--- config.mk ---
export PLATFORM = sky130hd
export DESIGN_NAME = bis_queue
export DESIGN_NICKNAME = d
export VERILOG_FILES = /design/src/design/bis_pkg.sv /design/src/design/bis_queue.sv
export SDC_FILE = /design/constraint.sdc
export NUM_CORES = 1
export LEC_CHECK = 0
export BUFFER_PORTS_ARGS = -buffer_cell sky130_fd_sc_hd__buf_4
export CAP_MARGIN = 10
export CORE_UTILIZATION = 51
export CTS_CLUSTER_SIZE = 24
export DETAILED_ROUTE_END_ITERATION = 16
export GPL_TIMING_DRIVEN = 0
export PLACE_DENSITY = 0.76
export SYNTH_ARGS = -nofsm -noshare
export SYNTH_HDL_FRONTEND = slang
export SYNTH_SLANG_ARGS = --single-unit
--- constraint.sdc ---
create_clock -name clk -period 9 [get_ports clk]
set_clock_uncertainty 0.15 [all_clocks]
set_input_delay 2.25 -clock clk [delete_from_list [all_inputs] [get_ports clk]]
set_output_delay 2.25 -clock clk [all_outputs]
set_load 0.01 [all_outputs]
--- src/design/bis_pkg.sv ---
`timescale 1ns / 1ps
`default_nettype none
// -----------------------------------------------------------------------------
// bis_pkg
// Shared types and constants of the bilinear image scaler.
// -----------------------------------------------------------------------------
package bis_pkg;

    localparam int MaxWidth     = 256;
    localparam int MaxHeight    = 256;
    localparam int FractionBits = 16;
    localparam int ColBits      = $clog2(MaxWidth);
    localparam int RowBits      = $clog2(MaxHeight);
    localparam int AddrBits     = ColBits + RowBits;
    localparam int StepBits     = 24;
    localparam int DimBits      = 9;
    localparam int WeightBits   = FractionBits + 1;
    localparam int QueueDepth   = 2;

    localparam logic [2:0] RegSourceWidth  = 3'd0;
    localparam logic [2:0] RegSourceHeight = 3'd1;
    localparam logic [2:0] RegDestWidth    = 3'd2;
    localparam logic [2:0] RegDestHeight   = 3'd3;
    localparam logic [2:0] RegColumnStep   = 3'd4;
    localparam logic [2:0] RegRowStep      = 3'd5;

    localparam logic OpWrite   = 1'b0;
    localparam logic OpRequest = 1'b1;

    // One classified word passed from the front part to the back part.
    typedef struct packed {
        logic                    is_write;
        logic [RowBits-1:0]      r0;
        logic [RowBits-1:0]      r1;
        logic [ColBits-1:0]      c0;
        logic [ColBits-1:0]      c1;
        logic [FractionBits-1:0] fr;
        logic [FractionBits-1:0] fc;
        logic [23:0]             pixel;
    } bis_cmd_t;

    typedef enum logic [2:0] {
        ST_IDLE,
        ST_RD0,
        ST_RD1,
        ST_RD2,
        ST_RD3
    } bis_state_t;

endpackage : bis_pkg
`default_nettype wire

--- src/design/bis_queue.sv ---
`timescale 1ns / 1ps
`default_nettype none
// -----------------------------------------------------------------------------
// bis_queue
// Short command queue between the front and back parts.
// -----------------------------------------------------------------------------
module bis_queue
    import bis_pkg::*;
(
    input  wire logic     clk,
    input  wire logic     rst_n,
    input  wire logic     wr_valid,
    output logic          wr_ready,
    input  wire bis_cmd_t wr_cmd,
    output logic          rd_valid,
    input  wire logic     rd_ready,
    output bis_cmd_t      rd_cmd
);

    localparam int PtrBits = $clog2(QueueDepth);

    bis_cmd_t             slots_reg [QueueDepth];
    logic [PtrBits-1:0]   wptr_reg;
    logic [PtrBits-1:0]   rptr_reg;
    logic [PtrBits:0]     count_reg;
    logic                 push;
    logic                 pop;

    assign wr_ready = (count_reg != (PtrBits+1)'(QueueDepth));
    assign rd_valid = (count_reg != '0);
    assign push     = wr_valid && wr_ready;
    assign pop      = rd_valid && rd_ready;
    assign rd_cmd   = slots_reg[rptr_reg];

    // Pointers and fill count.
    always_ff @(posedge clk or negedge rst_n)
    begin
        if (!rst_n)
        begin
            wptr_reg  <= '0;
            rptr_reg  <= '0;
            count_reg <= '0;
        end
        else
        begin
            if (push)
                wptr_reg <= wptr_reg + PtrBits'(1);
            if (pop)
                rptr_reg <= rptr_reg + PtrBits'(1);
            if (push && !pop)
                count_reg <= count_reg + (PtrBits+1)'(1);
            else if (pop && !push)
                count_reg <= count_reg - (PtrBits+1)'(1);
        end
    end

    always_ff @(posedge clk)
    begin
        if (push)
            slots_reg[wptr_reg] <= wr_cmd;
    end

    a_no_overflow: assert property (@(posedge clk) disable iff (!rst_n)
        count_reg <= (PtrBits+1)'(QueueDepth))
        else $error("queue count out of range");
    a_count_up: assert property (@(posedge clk) disable iff (!rst_n)
        (push && !pop) |=> (count_reg == $past(count_reg) + (PtrBits+1)'(1)))
        else $error("queue count did not rise on push");
    a_count_down: assert property (@(posedge clk) disable iff (!rst_n)
        (pop && !push) |=> (count_reg == $past(count_reg) - (PtrBits+1)'(1)))
        else $error("queue count did not fall on pop");

endmodule : bis_queue
`default_nettype wire

==> metrics.txt <==
pwr dens=about 330 nW/um^2; worst hold margin=about 0.38 ns; number of max-cap violations=0; syn_nets=~400; Die Wd=~120 um; global placement routability congestion=about 0.69; maximum vdd drop=between 200 and 250 uV; ANT cells=0; CTS tree=built; sequential element share of the synthesized area=0.771; RSZ-0062 raised after global routing=false; CTS H-tree lvls=4; Overall Global Routing Usage=0.169; Yosys reg bits=182; Starting Density=0.527; r2r endpoint=slots_reg[0][11]; Post-route DRC=0; count of final max-slew check failures=0; routed vias=between 3000 and 4000; FP Rows=42; Fin. Hold Viols=0; Worst setup SP type=flop; minimum clock period=4.04 ns; largest net degree at the start of global routing=slightly above 60; register area=between 5000 and 6000 sq um; period utilisation layout=0.449; Hold Crit Class=reg -> reg; grt ovf=0; Final #Nets=approximately 600; outcome=finished clean; Clock Latency Late Sink=0.41 ns; WS Path Type=reg -> out; initial antenna violation count=0; clock root buffer=clkbuf_16; Multi-input gate area=between 1000 and 1500 sq um; area of the core=roughly 13000 sq um; Final setup viols=0; Antenna Violating Nets Remaining=0; setup tns final=0 ns; R2R depth=4; Synth cell types=14; non-filler cells, final=690; Syn. warnings=0; Setup crit end kind=output pin; vias in the first global route=about 3600; crit path DAT=~1.6 ns; pre-CTS WS=5.20 ns; normalized max-slew margin=0.551; die area=~14000 sq um; worst r2r src=count_reg[0]; Slew @ Worst Pin=0.672 ns; CTS buffer count=17; top cell type by total area after synthesis=edfxtp_1; Yosys top cell area share=0.756; Initial DRC Count=around 190; share of cells above drive strength 1=0.613; global-route wire length before repair=17.8 mm; Worst EP required=6.60 ns; highest clock rate=247 MHz; Synth Instances=295; clk buf depth=2; Post-Syn Area=7070 sq um; leakage=approximately 3.8 nW; Critical Path Fanout Max=10; fin worst setup slack=approximately 5 ns; Final HPWL DP=between 7 and 8 mm; fillcell total=about 860; top cells by area, synth=edfxtp_1 76%, mux2_4 19%, buf_12 2.5%, dfrtp_1 1.4%, xnor2_1 0.37%; Die Y=approximately 120 um; R2R setup slack=between 6 and 7 ns; WL/cell=17.0 um; Clock Sinks=between 150 and 200; hold buffers post-CTS=0; first drt pass iteration count=4; port bufs=approximately 180; max reg flops=178; Hold Path Stages=1; Tot Pwr=between 3 and 4 mW; Clock transition at path regs=about 0.060 ns; vias per cell=between 4 and 5; area delta synth->final=32.2%; drt total wl=~12 mm; syn avg cell area=between 20 and 25 sq um; CTS resizes=0; Hold Crit Start=count_reg[1]; Placed Instances=about 660; Top Ports=roughly 180; hold endpoint=count_reg[1]; Post-CTS Setup Repair Bufs=0
-- cells in the mapped netlist, drive strengths merged --
| cell type | n |
|---|---|
| and3 | 1 |
| buf | 10 |
| dfrtp | 4 |
| edfxtp | 178 |
| ha | 1 |
| inv | 1 |
| mux2 | 89 |
| nand2 | 2 |
| nand2b | 1 |
| nor2 | 2 |
| or2 | 1 |
| xnor2 | 3 |
| xor2 | 2 |
-- metal layers --
| layer | wire (um) | track usage |
|---|---|---|
| met2 | 6110 | 0.280 |
| met1 | 4590 | 0.196 |
| met4 | 143 | 0.0789 |
| met5 | 0 | 0 |
| met3 | 864 | 0.0608 |
-- cell type report --
| class | count | area share |
|---|---|---|
| Clock inverter | 14 | 0.0145 |
| Timing Repair Buffer | 187 | 0.158 |
| Multi-Input combinational cell | 102 | 0.154 |
| Tap cell | 176 | 0.0236 |
| Sequential cell | 182 | 0.583 |
| Inverter | 1 | 0.000402 |
| Buffer | 10 | 0.0205 |
| Clock buffer | 18 | 0.0459 |
-- cell families after synthesis --
logic type,share of synthesized area
buf+inv,0.0276
flops,0.771
xor+xnor,0.00620
fa+ha+maj,0.00177
simple gates,0.00478
mux,0.189
-- how the worst max path moves through the flow --
stage | from | endpoint | slack, ns
6_report | rptr_reg | rd_cmd[75] | 4.96
5_1_grt | rptr_reg | rd_cmd[68] | 4.89
4_1_cts | rptr_reg | rd_cmd[73] | 4.92
3_5_place_dp | wr_valid | slots_reg[0][10] | 5.20
3_3_place_gp | wr_valid | slots_reg[0][9] | 0.18
2_1_floorplan | wr_valid | slots_reg[0][0] | 2.26
-- metrics by stage --
| stage | cell area (sq um) | utilization |
|---|---|---|
| 2_1_floorplan | 7070 | - |
| 3_3_place_gp | 8660 | 0.646 |
| 3_5_place_dp | 8780 | 0.655 |
| 4_1_cts | 9340 | 0.697 |
| 5_1_grt | 9340 | 0.697 |
| 6_report | 9340 | 0.697 |
-- where the power goes --
group / internal (mW) / switching, mW
logic: 0.664 / 0.495
registers: 1.16 / 0.0503
clock network: 0.406 / 0.289
total: 2.23 / 0.834
-- worst max-delay path, cell delays in order (launching register included) --
cell	delay, ns
dfrtp_1	0.34
buf_6	0.24
buf_12	0.19
mux2_4	0.30
buf_4	0.15
-- cell usage in the layout, fill, tap and decap left out --
| cell type | instances |
|---|---|
| and3_4 | 1 |
| buf_12 | 10 |
| buf_16 | 3 |
| buf_4 | 183 |
| buf_6 | 1 |
| bufinv_16 | 2 |
| clkbuf_1 | 1 |
| clkbuf_16 | 17 |
| clkinv_1 | 4 |
| clkinv_2 | 2 |
| clkinv_4 | 3 |
| clkinvlp_4 | 2 |
| dfrtp_1 | 4 |
| edfxtp_1 | 178 |
| ha_1 | 1 |
| inv_1 | 1 |
| inv_6 | 1 |
| mux2_4 | 89 |
| nand2_1 | 2 |
| nand2b_1 | 1 |
| nor2_1 | 1 |
| nor2_4 | 1 |
| or2_1 | 1 |
| xnor2_1 | 3 |
| xor2_1 | 2 |
Power figures use the tool's default switching activity.
