--- config.mk ---
export PLATFORM = sky130hd
export DESIGN_NAME = bis_front
export DESIGN_NICKNAME = d
export VERILOG_FILES = /design/src/design/bis_pkg.sv /design/src/design/bis_front.sv
export SDC_FILE = /design/constraint.sdc
export NUM_CORES = 1
export LEC_CHECK = 0
export BUFFER_PORTS_ARGS = -buffer_cell sky130_fd_sc_hd__clkbuf_2
export CAP_MARGIN = 20
export CORE_MARGIN = 2
export CORE_UTILIZATION = 45
export CTS_BUF_LIST = sky130_fd_sc_hd__clkbuf_4
export CTS_CLUSTER_DIAMETER = 150
export DETAILED_ROUTE_END_ITERATION = 12
export MAX_ROUTING_LAYER = met4
export PLACE_DENSITY = 0.7
export SYNTH_ARGS = -nofsm -noshare
export SYNTH_HDL_FRONTEND = slang
export SYNTH_SLANG_ARGS = --single-unit
--- constraint.sdc ---
create_clock -name clk -period 4.7 [get_ports clk]
set_input_delay 0.235 -clock clk [delete_from_list [all_inputs] [get_ports clk]]
set_output_delay 0.235 -clock clk [all_outputs]
set_load 0.05 [all_outputs]
--- src/design/bis_pkg.sv ---
`timescale 1ns / 1ps
`default_nettype none
// -----------------------------------------------------------------------------
// bis_pkg
// Shared types and constants of the bilinear image scaler.
// -----------------------------------------------------------------------------
package bis_pkg;

    localparam int MaxWidth     = 256;
    localparam int MaxHeight    = 256;
    localparam int FractionBits = 16;
    localparam int ColBits      = $clog2(MaxWidth);
    localparam int RowBits      = $clog2(MaxHeight);
    localparam int AddrBits     = ColBits + RowBits;
    localparam int StepBits     = 24;
    localparam int DimBits      = 9;
    localparam int WeightBits   = FractionBits + 1;
    localparam int QueueDepth   = 2;

    localparam logic [2:0] RegSourceWidth  = 3'd0;
    localparam logic [2:0] RegSourceHeight = 3'd1;
    localparam logic [2:0] RegDestWidth    = 3'd2;
    localparam logic [2:0] RegDestHeight   = 3'd3;
    localparam logic [2:0] RegColumnStep   = 3'd4;
    localparam logic [2:0] RegRowStep      = 3'd5;

    localparam logic OpWrite   = 1'b0;
    localparam logic OpRequest = 1'b1;

    // One classified word passed from the front part to the back part.
    typedef struct packed {
        logic                    is_write;
        logic [RowBits-1:0]      r0;
        logic [RowBits-1:0]      r1;
        logic [ColBits-1:0]      c0;
        logic [ColBits-1:0]      c1;
        logic [FractionBits-1:0] fr;
        logic [FractionBits-1:0] fc;
        logic [23:0]             pixel;
    } bis_cmd_t;

    typedef enum logic [2:0] {
        ST_IDLE,
        ST_RD0,
        ST_RD1,
        ST_RD2,
        ST_RD3
    } bis_state_t;

endpackage : bis_pkg
`default_nettype wire

--- src/design/bis_front.sv ---
`timescale 1ns / 1ps
`default_nettype none
// -----------------------------------------------------------------------------
// bis_front
// Accepts words, maps request coordinates onto source neighbours in a two
// stage pipeline and hands classified commands on.
// -----------------------------------------------------------------------------
module bis_front
    import bis_pkg::*;
(
    input  wire logic                 clk,
    input  wire logic                 rst_n,
    input  wire logic                 in_valid,
    output logic                      in_ready,
    input  wire logic                 opcode,
    input  wire logic [7:0]           pixel_row,
    input  wire logic [7:0]           pixel_column,
    input  wire logic [7:0]           in_blue,
    input  wire logic [7:0]           in_green,
    input  wire logic [7:0]           in_red,
    input  wire logic [DimBits-1:0]   source_width,
    input  wire logic [DimBits-1:0]   source_height,
    input  wire logic [DimBits-1:0]   dest_width,
    input  wire logic [DimBits-1:0]   dest_height,
    input  wire logic [StepBits-1:0]  column_step,
    input  wire logic [StepBits-1:0]  row_step,
    output logic                      cmd_valid,
    input  wire logic                 cmd_ready,
    output bis_cmd_t                  cmd
);

    localparam int PosBits = 8 + StepBits;

    logic            s1_valid_reg;
    logic            s1_write_reg;
    logic            s1_ignore_reg;
    logic [7:0]      s1_row_reg;
    logic [7:0]      s1_col_reg;
    logic [23:0]     s1_pixel_reg;
    logic [PosBits-1:0] s1_rpos_reg;
    logic [PosBits-1:0] s1_cpos_reg;
    logic            s1_advance;
    logic            s2_advance;
    logic            s2_valid_reg;
    bis_cmd_t        s2_cmd_reg;
    bis_cmd_t        cmd_next;
    logic            s2_drop;

    // Effective dimensions: zero acts as one, oversized acts as the maximum.
    function automatic logic [DimBits-1:0] eff_dim(input logic [DimBits-1:0] v,
                                                   input logic [DimBits-1:0] lim);
        logic [DimBits-1:0] r;
        begin
            r = v;
            if (v == '0)
                r = DimBits'(1);
            else if (v > lim)
                r = lim;
            eff_dim = r;
        end
    endfunction

    localparam logic [DimBits-1:0] MaxW = DimBits'(MaxWidth);
    localparam logic [DimBits-1:0] MaxH = DimBits'(MaxHeight);

    // Map one axis from a registered product.
    function automatic logic [2*ColBits+FractionBits-1:0] map_axis(
        input logic [7:0]         d,
        input logic [DimBits-1:0] dcount,
        input logic [DimBits-1:0] scount,
        input logic [PosBits-1:0] pos);
        logic [DimBits-1:0]      last;
        logic [PosBits-1:0]      idx;
        logic [ColBits-1:0]      lo;
        logic [ColBits-1:0]      hi;
        logic [FractionBits-1:0] fr;
        begin
            last = scount - DimBits'(1);
            idx  = pos >> FractionBits;
            fr   = pos[FractionBits-1:0];
            if ({1'b0, d} == dcount - DimBits'(1)) begin
                lo = last[ColBits-1:0];
                hi = last[ColBits-1:0];
                fr = '0;
            end else if (idx >= PosBits'(last)) begin
                lo = last[ColBits-1:0];
                hi = last[ColBits-1:0];
            end else begin
                lo = idx[ColBits-1:0];
                hi = idx[ColBits-1:0] + ColBits'(1);
            end
            map_axis = {lo, hi, fr};
        end
    endfunction

    assign s2_advance = !s2_valid_reg || cmd_ready;
    assign s1_advance = !s1_valid_reg || s2_advance;
    assign in_ready   = s1_advance;

    // Stage one: the position products.
    always_ff @(posedge clk or negedge rst_n)
    begin
        if (!rst_n)
        begin
            s1_valid_reg <= 1'b0;
        end
        else if (s1_advance)
        begin
            s1_valid_reg <= in_valid;
        end
    end

    always_ff @(posedge clk)
    begin
        if (s1_advance && in_valid)
        begin
            s1_write_reg  <= (opcode == OpWrite);
            s1_ignore_reg <= (32'(pixel_row) >= MaxHeight) || (32'(pixel_column) >= MaxWidth);
            s1_row_reg    <= pixel_row;
            s1_col_reg    <= pixel_column;
            s1_pixel_reg  <= {in_red, in_green, in_blue};
            s1_rpos_reg   <= PosBits'(pixel_row) * PosBits'(row_step);
            s1_cpos_reg   <= PosBits'(pixel_column) * PosBits'(column_step);
        end
    end

    // Stage two: neighbour indexes and fractions.
    always_comb
    begin
        logic [2*ColBits+FractionBits-1:0] rm;
        logic [2*ColBits+FractionBits-1:0] cm;
        rm = map_axis(s1_row_reg, eff_dim(dest_height, MaxH),
                      eff_dim(source_height, MaxH), s1_rpos_reg);
        cm = map_axis(s1_col_reg, eff_dim(dest_width, MaxW),
                      eff_dim(source_width, MaxW), s1_cpos_reg);
        cmd_next.is_write = s1_write_reg;
        cmd_next.pixel    = s1_pixel_reg;
        cmd_next.fr       = rm[FractionBits-1:0];
        cmd_next.fc       = cm[FractionBits-1:0];
        if (s1_write_reg)
        begin
            cmd_next.r0 = s1_row_reg[RowBits-1:0];
            cmd_next.r1 = s1_row_reg[RowBits-1:0];
            cmd_next.c0 = s1_col_reg[ColBits-1:0];
            cmd_next.c1 = s1_col_reg[ColBits-1:0];
        end
        else
        begin
            cmd_next.r0 = rm[2*ColBits+FractionBits-1 -: RowBits];
            cmd_next.r1 = rm[ColBits+FractionBits-1 -: RowBits];
            cmd_next.c0 = cm[2*ColBits+FractionBits-1 -: ColBits];
            cmd_next.c1 = cm[ColBits+FractionBits-1 -: ColBits];
        end
    end

    assign s2_drop = s1_write_reg && s1_ignore_reg;

    always_ff @(posedge clk or negedge rst_n)
    begin
        if (!rst_n)
        begin
            s2_valid_reg <= 1'b0;
        end
        else if (s2_advance)
        begin
            s2_valid_reg <= s1_valid_reg && !s2_drop;
        end
    end

    always_ff @(posedge clk)
    begin
        if (s2_advance && s1_valid_reg)
        begin
            s2_cmd_reg <= cmd_next;
        end
    end

    assign cmd_valid = s2_valid_reg;
    assign cmd       = s2_cmd_reg;

endmodule : bis_front
`default_nettype wire

==> load_flow_metrics.sql, run 1 <==
INSERT INTO impl_metrics (metric_group, metric, value, unit) VALUES
('clock_tree', 'tritoncts.num_buffers', '17', ''),
('clock_tree', 'cts_root_buf', 'sky130_fd_sc_hd__clkbuf_4', ''),
('setup_path', 'cp_data_arrival_time', '5.02', 'ns'),
('drt', 'avgRoutedWirePerCell', '16.4', 'µm'),
('drt', 'via_count', '15200', ''),
('setup_path', 'cp_max_fo', '3', ''),
('power_and_ir_drop', 'irDropWorstVdd', '0.000299', 'V'),
('timing', 'setup_total_negative_slack', '0', 'ns'),
('clock_tree', 'h-tree-depth', '4', ''),
('setup_path', 'setup.worst_path.end_class', 'flip-flop', ''),
('timing', 'timing.clock.skew', '0.0300', 'ns'),
('drt', 'drt.antenna.violating_nets', '0', ''),
('floorplanning', 'boundaryPins', '220', ''),
('logic_synthesis', 'synth.avg_cell_area', '10.5', 'µm²'),
('logic_synthesis', 'yosysWarnings', '0', ''),
('global_routing', 'grt_antenna_before_repair', '7', ''),
('logic_synthesis', 'synth_ff_type', 'sky130_fd_sc_hd__edfxtp_1', ''),
('logic_synthesis', 'synth_most_common_cell', 'sky130_fd_sc_hd__and2_1', ''),
('final_layout', 'largest_register_ffs', '89', ''),
('global_routing', 'gr-total-overflow', '0', ''),
('placed_design', 'port_buffers', '219', ''),
('logic_synthesis', 'ys_async_sr_fraction', '1.02', '%'),
('floorplanning', 'initial_cell_density_of_the_core', '45.6', '%'),
('drt', 'route.final.wire_length', '48.4', 'mm'),
('drt', 'highest_layer', 'met4', ''),
('floorplanning', 'fp-row-count', '77', ''),
('global_routing', 'wire_length_of_the_first_global_routing_pass', '79.9', 'mm'),
('setup_path', 'worstPathCellList', 'dlygate4sd3_1, clkbuf_2, nand2_1, fa_1, fa_1, inv_1, fa_1, inv_1, fa_1, inv_1, ha_1, a2111oi_1, o21ai_2, a311oi_2, o21bai_1, a21oi_2, a211o_1, a2bb2oi_1, a221oi_2', ''),
('logic_synthesis', 'yosys_register_bits', '196', ''),
('timing', 'final.setup.worst_slack', '0.151', 'ns'),
('job', 'maxCapViolations', '0', ''),
('drt', 'routedLengthMet1', '22.5', 'mm'),
('drt', 'drcViolationCount', '0', ''),
('clock_tree', 'clkTransAtPathRegs', '0.17', 'ns'),
('placed_design', 'pre_cts_slack', '-0.392', 'ns'),
('setup_path', 'slowest_delay', '0.53', 'ns'),
('drt', 'met3WireLength', '2.43', 'mm'),
('setup_path', 'timing.setup.critical_path_class', 'input port to flip-flop', ''),
('clock_tree', 'max_clock_buf_depth', '2', ''),
('drt', 'detail_route.vias_per_cell', '5.14', ''),
('setup_path', 'worst_setup_path_start_kind', 'input port', ''),
('status', 'result_of_the_run', 'finished, final reports clean', ''),
('setup_path', 'crit_path_frequent_cell', 'sky130_fd_sc_hd__fa_1', ''),
('floorplanning', 'die-area', '46600', 'µm²'),
('floorplanning', 'core_region_area', '44300', 'µm²'),
('logic_synthesis', 'proportion_of_synthesized_chip_area_in_sequential_cells', '29.1', '%'),
('floorplanning', 'die_h', '216', 'µm'),
('timing', 'maximum_clock_frequency', '220', 'MHz'),
('power_and_ir_drop', 'static-leakage-power', '11.1', 'nW'),
('clock_tree', 'clk-insertion-delay-late', '0.64', 'ns'),
('timing', 'timing_hold_violations_final', '0', ''),
('global_routing', 'grt_start_max_net_pins', '82', ''),
('setup_path', 'critical-path-slowest-cell', 'sky130_fd_sc_hd__dlygate4sd3_1', ''),
('timing', 'fin_crit_sh', '96.8', '%'),
('setup_path', 'crit_buf_inv', '5', ''),
('logic_synthesis', 'postSynthNetCount', '2455', ''),
('drt', 'iteration_count_of_the_initial_detailed_routing_pass', '5', ''),
('timing', 'worst-slew-pin-transition', '0.754', 'ns'),
('logic_synthesis', 'postSynthCellCount', '1934', ''),
('timing', 'max-slew-margin-rel', '49.8', '%'),
('drt', 'detailroute.wirelength.met2', '22.8', 'mm'),
('placed_design', 'post-dp-hpwl', '39.9', 'mm'),
('timing', 'min_period', '4.55', 'ns'),
('final_layout', 'syn2layout_area_growth', '18.8', '%'),
('timing', 'slew_viol_final', '0', ''),
('min_path', 'hp-class', 'input port to flip-flop', ''),
('placed_design', 'place_congestion', '0.893', ''),
('logic_synthesis', 'synth_top_area_share', '28.8', '%'),
('logic_synthesis', 'synth-edff-count', '194', ''),
('final_layout', 'final_net_count', '2854', ''),
('logic_synthesis', 'synth.top_cells.by_count', 'sky130_fd_sc_hd__and2_1 (318), sky130_fd_sc_hd__inv_1 (268), sky130_fd_sc_hd__fa_1 (264)', '');
power by group:
group | switching, mW | leakage, nW | internal (mW) | total (mW)
Combinational | 4.41 | 9.05 | 3.99 | 8.40
Clock | 0.635 | 0.155 | 0.288 | 0.924
Sequential | 0.199 | 1.88 | 2.66 | 2.86
Total | 5.25 | 11.1 | 6.94 | 12.2
layout by cell type (no fill, tap or decap), types with 6 or more instances in the layout:
master and n:
sky130_fd_sc_hd__o21ai_0 56, sky130_fd_sc_hd__and2_1 314, sky130_fd_sc_hd__and3_1 15, sky130_fd_sc_hd__clkbuf_2 218, sky130_fd_sc_hd__mux2_2 7, sky130_fd_sc_hd__nand3_1 24, sky130_fd_sc_hd__o31a_1 7, sky130_fd_sc_hd__nor3_1 21
sky130_fd_sc_hd__dlygate4sd3_1 33, sky130_fd_sc_hd__nor2_1 60, sky130_fd_sc_hd__a21o_1 17, sky130_fd_sc_hd__xor2_1 11, sky130_fd_sc_hd__nand2_1 151, sky130_fd_sc_hd__and2_2 6, sky130_fd_sc_hd__ha_1 125, sky130_fd_sc_hd__edfxtp_1 194
sky130_fd_sc_hd__inv_1 268, sky130_fd_sc_hd__nor2b_1 14, sky130_fd_sc_hd__a21oi_1 56, sky130_fd_sc_hd__diode_2 8, sky130_fd_sc_hd__xnor2_1 65, sky130_fd_sc_hd__o311ai_0 12, sky130_fd_sc_hd__fa_1 263, sky130_fd_sc_hd__o21bai_1 7
sky130_fd_sc_hd__nor4_1 10, sky130_fd_sc_hd__a31oi_1 6, sky130_fd_sc_hd__nand2b_1 23, sky130_fd_sc_hd__buf_4 183, sky130_fd_sc_hd__clkbuf_4 18, sky130_fd_sc_hd__nand4_1 9, sky130_fd_sc_hd__a211oi_1 9, sky130_fd_sc_hd__a211o_1 6
sky130_fd_sc_hd__o21a_1 19, sky130_fd_sc_hd__o211ai_1 9
through the flow:
stage | area [µm²] | cells | hold slack [ns] | util, % | power, mW
final | 24000 | 2946 | 0.0157 | 54.2 | 12.2
after global routing | 24000 | 2945 | -0.00805 | 54.2 | 13.3
after CTS | 23900 | 2938 | 0.00181 | 54.0 | 12.2
after detailed placement | 23300 | 2872 | 0.0298 | 52.6 | 11.2
after global placement | 23300 | 2872 | 0.0236 | 52.6 | 11.0
after floorplan | 20300 | 1934 | -0.0606 | - | 8.32
per-layer routing:
layer / vias to the layer above / GRT usage, %
met5: - / -
met4: 0 / 5.11
met3: 43 / 3.28
met2: 378 / 34.8
met1: 7527 / 29.9
li1: 7206 / -
path summary, 6_finish.rpt:
kind | end | slack, ns | start | cells after the start
min in group asynchronous | cmd_valid$_DFFE_PN0P_ | 0.46 | rst_n | 3
setup / recovery | s1_rpos_reg[22]$_DFFE_PP_ | 0.15 | row_step[0] | 19
setup reg to reg | cmd[84]$_DFFE_PP_ | 1.47 | s1_rpos_reg[16]$_DFFE_PP_ | 10
max in group asynchronous | s1_valid_reg$_DFFE_PN0N_ | 4.12 | rst_n | 3
hold reg to reg | cmd[21]$_DFFE_PP_ | 0.44 | s1_pixel_reg[21]$_DFFE_PP_ | 0
hold / removal | s1_row_reg[5]$_DFFE_PP_ | 0.02 | pixel_row[5] | 2
final cells by class:
cell class | count | area, µm²
clock buffers | 17 | 128
clock inverters | 15 | 161
fillers | 3903 | 20300
well taps | 592 | 741
repair buffers | 438 | 2870
multi-input cells | 1412 | 13200
flip-flops and latches | 196 | 5880
inverters | 268 | 1010
diodes | 8 | 20.0
worst register-to-register path: cells and delay by family, from the launching register on:
| kind | cells | cell delay [ns] |
|---|---|---|
| compound gates | 6 | 1.69 |
| flops | 1 | 0.52 |
| simple gates | 2 | 0.36 |
| fa+ha+maj | 1 | 0.29 |
| buf+inv | 1 | 0.11 |
cell families (layout without fill, tap and decap cells):
kind of cell | count (synthesis) | count (layout) | share of synthesized area [%]
adders and majority gates | 392 | 392 | 34.1
muxes | 12 | 12 | 0.638
DFF | 196 | 196 | 29.1
and+or+nand+nor | 678 | 678 | 18.3
xor gates and xnor gates | 76 | 76 | 3.29
buffers and inverters | 326 | 738 | 6.10
AOI/OAI and AO/OA | 254 | 254 | 8.49
other | 0 | 8 | 0
timing repair:
action / in CTS / in global routing
hold buffers: 34 / 0
resized for setup: 0 / 12
endpoints found under the setup margin: 0 / 8
setup buffers: 0 / 0
endpoints found under the hold margin: 33 / 0
Note: power is estimated with default switching activity, not from simulation.
==> inputs of run 2 (changes only) <==
- ABC_AREA: not set -> 1
==> run 2 against run 1 <==
Effect of this change: clock-buffer cell count rose by 3; global-route usage rose by 0.18 points; non-clock buffer count fell by 136; sequential share of layout area fell by 0.084 points; first-iteration DRC count fell by 10%; largest cell class unchanged; cell area rose by 0.34%; synthesized cell count rose by 36%; wire length rose by 7.1%.
==> load_flow_metrics.sql, run 2 <==
INSERT INTO impl_metrics (metric_group, metric, value, unit) VALUES
('status', 'result_of_the_run', 'finished, final reports clean', ''),
('final_layout', 'largest_register_ffs', '89', ''),
('power_and_ir_drop', 'static-leakage-power', '13.7', 'nW'),
('setup_path', 'cp_data_arrival_time', '4.68', 'ns'),
('drt', 'drt.antenna.violating_nets', '0', ''),
('placed_design', 'port_buffers', '219', ''),
('logic_synthesis', 'postSynthCellCount', '2634', ''),
('floorplanning', 'fp-row-count', '80', ''),
('logic_synthesis', 'yosys_register_bits', '196', ''),
('setup_path', 'timing.setup.critical_path_class', 'input port to flip-flop', ''),
('clock_tree', 'clkTransAtPathRegs', '0.15', 'ns'),
('power_and_ir_drop', 'switchingPower', '5.65', 'mW'),
('clock_tree', 'cts_tree', 'built', ''),
('clock_tree', 'clock_sink_count', '196', ''),
('final_layout', 'syn2layout_area_growth', '11.4', '%'),
('logic_synthesis', 'synth_ff_type', 'sky130_fd_sc_hd__edfxtp_1', ''),
('power_and_ir_drop', 'powerDensity', '482', 'nW/µm²'),
('timing', 'worst-slew-pin-transition', '0.952', 'ns'),
('setup_path', 'slowest_delay', '0.59', 'ns'),
('timing', 'slew_viol_final', '0', ''),
('floorplanning', 'initial_cell_density_of_the_core', '45.5', '%'),
('timing', 'finalSetupViolCount', '0', ''),
('floorplanning', 'die-area', '49800', 'µm²'),
('final_layout', 'layout_commonest_cell', 'sky130_fd_sc_hd__nand2_1', ''),
('global_routing', 'grt_start_max_net_pins', '90', ''),
('setup_path', 'crit_buf_inv', '3', ''),
('global_routing', 'via_count_of_the_first_global_routing_pass', '17600', ''),
('final_layout', 'mostFrequentLayoutCells', 'sky130_fd_sc_hd__nand2_1 (713), sky130_fd_sc_hd__inv_1 (681), sky130_fd_sc_hd__fa_1 (264)', ''),
('floorplanning', 'die_h', '223', 'µm'),
('final_layout', 'layout.area.seq', '5880', 'µm²'),
('drt', 'iteration_count_of_the_initial_detailed_routing_pass', '5', ''),
('setup_path', 'cp_max_fo', '14', ''),
('global_routing', 'gr-total-overflow', '0', ''),
('timing', 'timing.clock.skew', '0.0159', 'ns'),
('drt', 'route.final.wire_length', '51.8', 'mm'),
('drt', 'drtIter0Drc', '926', ''),
('drt', 'avgRoutedWirePerCell', '14.8', 'µm'),
('setup_path', 'critical_path.top_delay_family', 'adder cells', ''),
('power_and_ir_drop', 'p_seq_share', '25.1', '%'),
('global_routing', 'grt_antenna_before_repair', '5', ''),
('placed_design', 'placedInstanceArea', '23500', 'µm²'),
('logic_synthesis', 'synth_top_area_share', '26.9', '%'),
('global_routing', 'grt_use_total', '22.1', '%'),
('clock_tree', 'cts_root_buf', 'sky130_fd_sc_hd__clkbuf_4', ''),
('final_layout', 'final_net_count', '3381', ''),
('final_layout', 'finalNonFillerCells', '3494', ''),
('timing', 'unrepaired_setup_endpoints_after_global_routing', 'false', ''),
('final_layout', 'layout.cell_area.non_filler', '24100', 'µm²'),
('power_and_ir_drop', 'cellInternalPower', '5.97', 'mW'),
('power_and_ir_drop', 'irDropWorstVdd', '0.000352', 'V'),
('power_and_ir_drop', 'p_clk_share', '7.9', '%'),
('timing', 'min_period', '4.23', 'ns'),
('logic_synthesis', 'ys_async_sr_fraction', '1.02', '%'),
('logic_synthesis', 'synthTopCellsByArea', 'sky130_fd_sc_hd__edfxtp_1 (27%), sky130_fd_sc_hd__fa_1 (24%), sky130_fd_sc_hd__nand2_1 (12%)', ''),
('setup_path', 'crit_path_frequent_cell', 'sky130_fd_sc_hd__fa_1', ''),
('drt', 'via_count', '16900', ''),
('timing', 'maximum_clock_frequency', '237', 'MHz'),
('clock_tree', 'max_clock_buf_depth', '2', ''),
('power_and_ir_drop', 'total_power', '11.6', 'mW'),
('floorplanning', 'boundaryPins', '220', ''),
('placed_design', 'numPlacedInstances', '3425', ''),
('logic_synthesis', 'proportion_of_synthesized_chip_area_in_sequential_cells', '27.2', '%'),
('clock_tree', 'clk-insertion-delay-late', '0.58', 'ns'),
('floorplanning', 'chipWidth', '223', 'µm'),
('logic_synthesis', 'synth-edff-count', '194', ''),
('setup_path', 'setup.worst_path.end_class', 'flip-flop', ''),
('floorplanning', 'core_region_area', '47500', 'µm²'),
('logic_synthesis', 'post_synth_instance_area', '21600', 'µm²'),
('setup_path', 'worst_setup_path_start_kind', 'input port', ''),
('clock_tree', 'tritoncts.num_buffers', '17', ''),
('final_layout', 'post_route_cells_drive_above_1_share', '11.5', '%'),
('setup_path', 'worstPathCellList', 'clkbuf_2, buf_4, nand2_1, inv_1, fa_1, fa_1, fa_1, fa_1, ha_1, nand2_1, nor4_1, nand4_1, nand3_1, a31oi_1, or2_2, nand2_1', ''),
('placed_design', 'post-dp-hpwl', '42.7', 'mm'),
('timing', 'timing_hold_violations_final', '0', ''),
('logic_synthesis', 'synth_top_area_cell', 'sky130_fd_sc_hd__edfxtp_1', ''),
('placed_design', 'place_congestion', '0.932', ''),
('job', 'maxCapViolations', '0', ''),
('timing', 'fin_crit_sh', '89.9', '%'),
('final_layout', 'multi_input_comb_area', '12700', 'µm²'),
('timing', 'hold_slack', '0.0810', 'ns'),
('logic_synthesis', 'synth.top_cells.by_count', 'sky130_fd_sc_hd__nand2_1 (713), sky130_fd_sc_hd__inv_1 (682), sky130_fd_sc_hd__fa_1 (264)', ''),
('setup_path', 'critical-path-slowest-cell', 'sky130_fd_sc_hd__fa_1', ''),
('timing', 'max-slew-margin-rel', '36.5', '%'),
('drt', 'detail_route.vias_per_cell', '4.83', ''),
('logic_synthesis', 'yosysWarnings', '0', ''),
('power_and_ir_drop', 'power.switching_fraction', '48.6', '%'),
('logic_synthesis', 'yosys.cell_types.count', '48', ''),
('logic_synthesis', 'synth_most_common_cell', 'sky130_fd_sc_hd__nand2_1', ''),
('final_layout', 'fill_cells', '4475', ''),
('logic_synthesis', 'postSynthNetCount', '3155', ''),
('logic_synthesis', 'synth.avg_cell_area', '8.21', 'µm²'),
('drt', 'drcViolationCount', '0', ''),
('clock_tree', 'h-tree-depth', '4', ''),
('global_routing', 'wire_length_of_the_first_global_routing_pass', '86.1', 'mm'),
('power_and_ir_drop', 'comb_power_share', '67.0', '%'),
('setup_path', 'cp.required', '5.15', 'ns'),
('min_path', 'hp-class', 'input port to flip-flop', '');
run 2: worst min-delay path: stages:
cell	delay, ns
sky130_fd_sc_hd__clkbuf_2	0.18
sky130_fd_sc_hd__nand2_1	0.08
sky130_fd_sc_hd__inv_1	0.05
run 2: final timing paths:
| path | startpoint | end | slack (ns) | cells past startpoint |
|---|---|---|---|---|
| worst max-delay path | pixel_row[4] | s1_rpos_reg[29]$_DFFE_PP_ | 0.47 | 16 |
| worst min-delay path | row_step[0] | s1_rpos_reg[0]$_DFFE_PP_ | 0.08 | 3 |
| worst max register to register | s1_rpos_reg[17]$_DFFE_PP_ | cmd[82]$_DFFE_PP_ | 2.29 | 12 |
| worst min register to register | s1_pixel_reg[11]$_DFFE_PP_ | cmd[11]$_DFFE_PP_ | 0.44 | 0 |
| max in group asynchronous | rst_n | s1_valid_reg$_DFFE_PN0N_ | 4.08 | 3 |
| min in group asynchronous | rst_n | cmd_valid$_DFFE_PN0P_ | 0.50 | 3 |
run 2: stage by stage:
step / setup TNS [ns] / util, % / setup WS [ns]
2_1_floorplan: 0 / - / 0.253
3_3_place_gp: -0.0982 / 49.4 / -0.0701
3_5_place_dp: -0.257 / 49.4 / -0.126
4_1_cts: 0 / 50.6 / 0.521
5_1_grt: 0 / 50.7 / 0.330
6_report: 0 / 50.7 / 0.473
run 2: area by class of cell:
type | instances | share of cell area (%)
well taps | 615 | 3.19
flip-flops and latches | 196 | 24.4
clock inverters | 12 | 0.535
multi-input cells | 1655 | 52.9
clock buffers | 20 | 0.623
diodes | 6 | 0.0623
repair buffers | 302 | 7.58
inverters | 688 | 10.7
run 2: logic make-up after synthesis:
group / Yosys count / share of synthesized area (%)
simple gates: 1002 / 18.9
buf+inv: 783 / 13.9
fa+ha+maj: 392 / 31.8
flops: 196 / 27.2
compound gates: 175 / 4.68
xor+xnor: 86 / 3.48
run 2: layer usage:
metal / vias up / wire, µm / part of all wire, % / GRT usage [%]
li1: 8298 / - / - / -
met1: 8079 / 22500 / 43 / 28.1
met2: 436 / 25300 / 49 / 36.9
met3: 77 / 2980 / 5.7 / 3.41
met4: 0 / 1080 / 2.1 / 6.04
met5: - / 0 / 0 / -
run 2: power by group through the flow:
stage / sequential (mW) / clock (mW) / combinational [mW]
6_report: 2.92 / 0.914 / 7.79
5_1_grt: 2.96 / 1.01 / 8.89
4_1_cts: 2.92 / 0.952 / 7.84
3_5_place_dp: 2.97 / 0 / 7.77
3_3_place_gp: 2.95 / 0 / 7.70
2_1_floorplan: 3.30 / 0 / 5.22
run 2: timing repair:
item | in CTS | in global routing
hold buffers | 30 | 0
endpoints found under the hold margin | 29 | 0
setup buffers | 0 | 0
resized for setup | 0 | 0
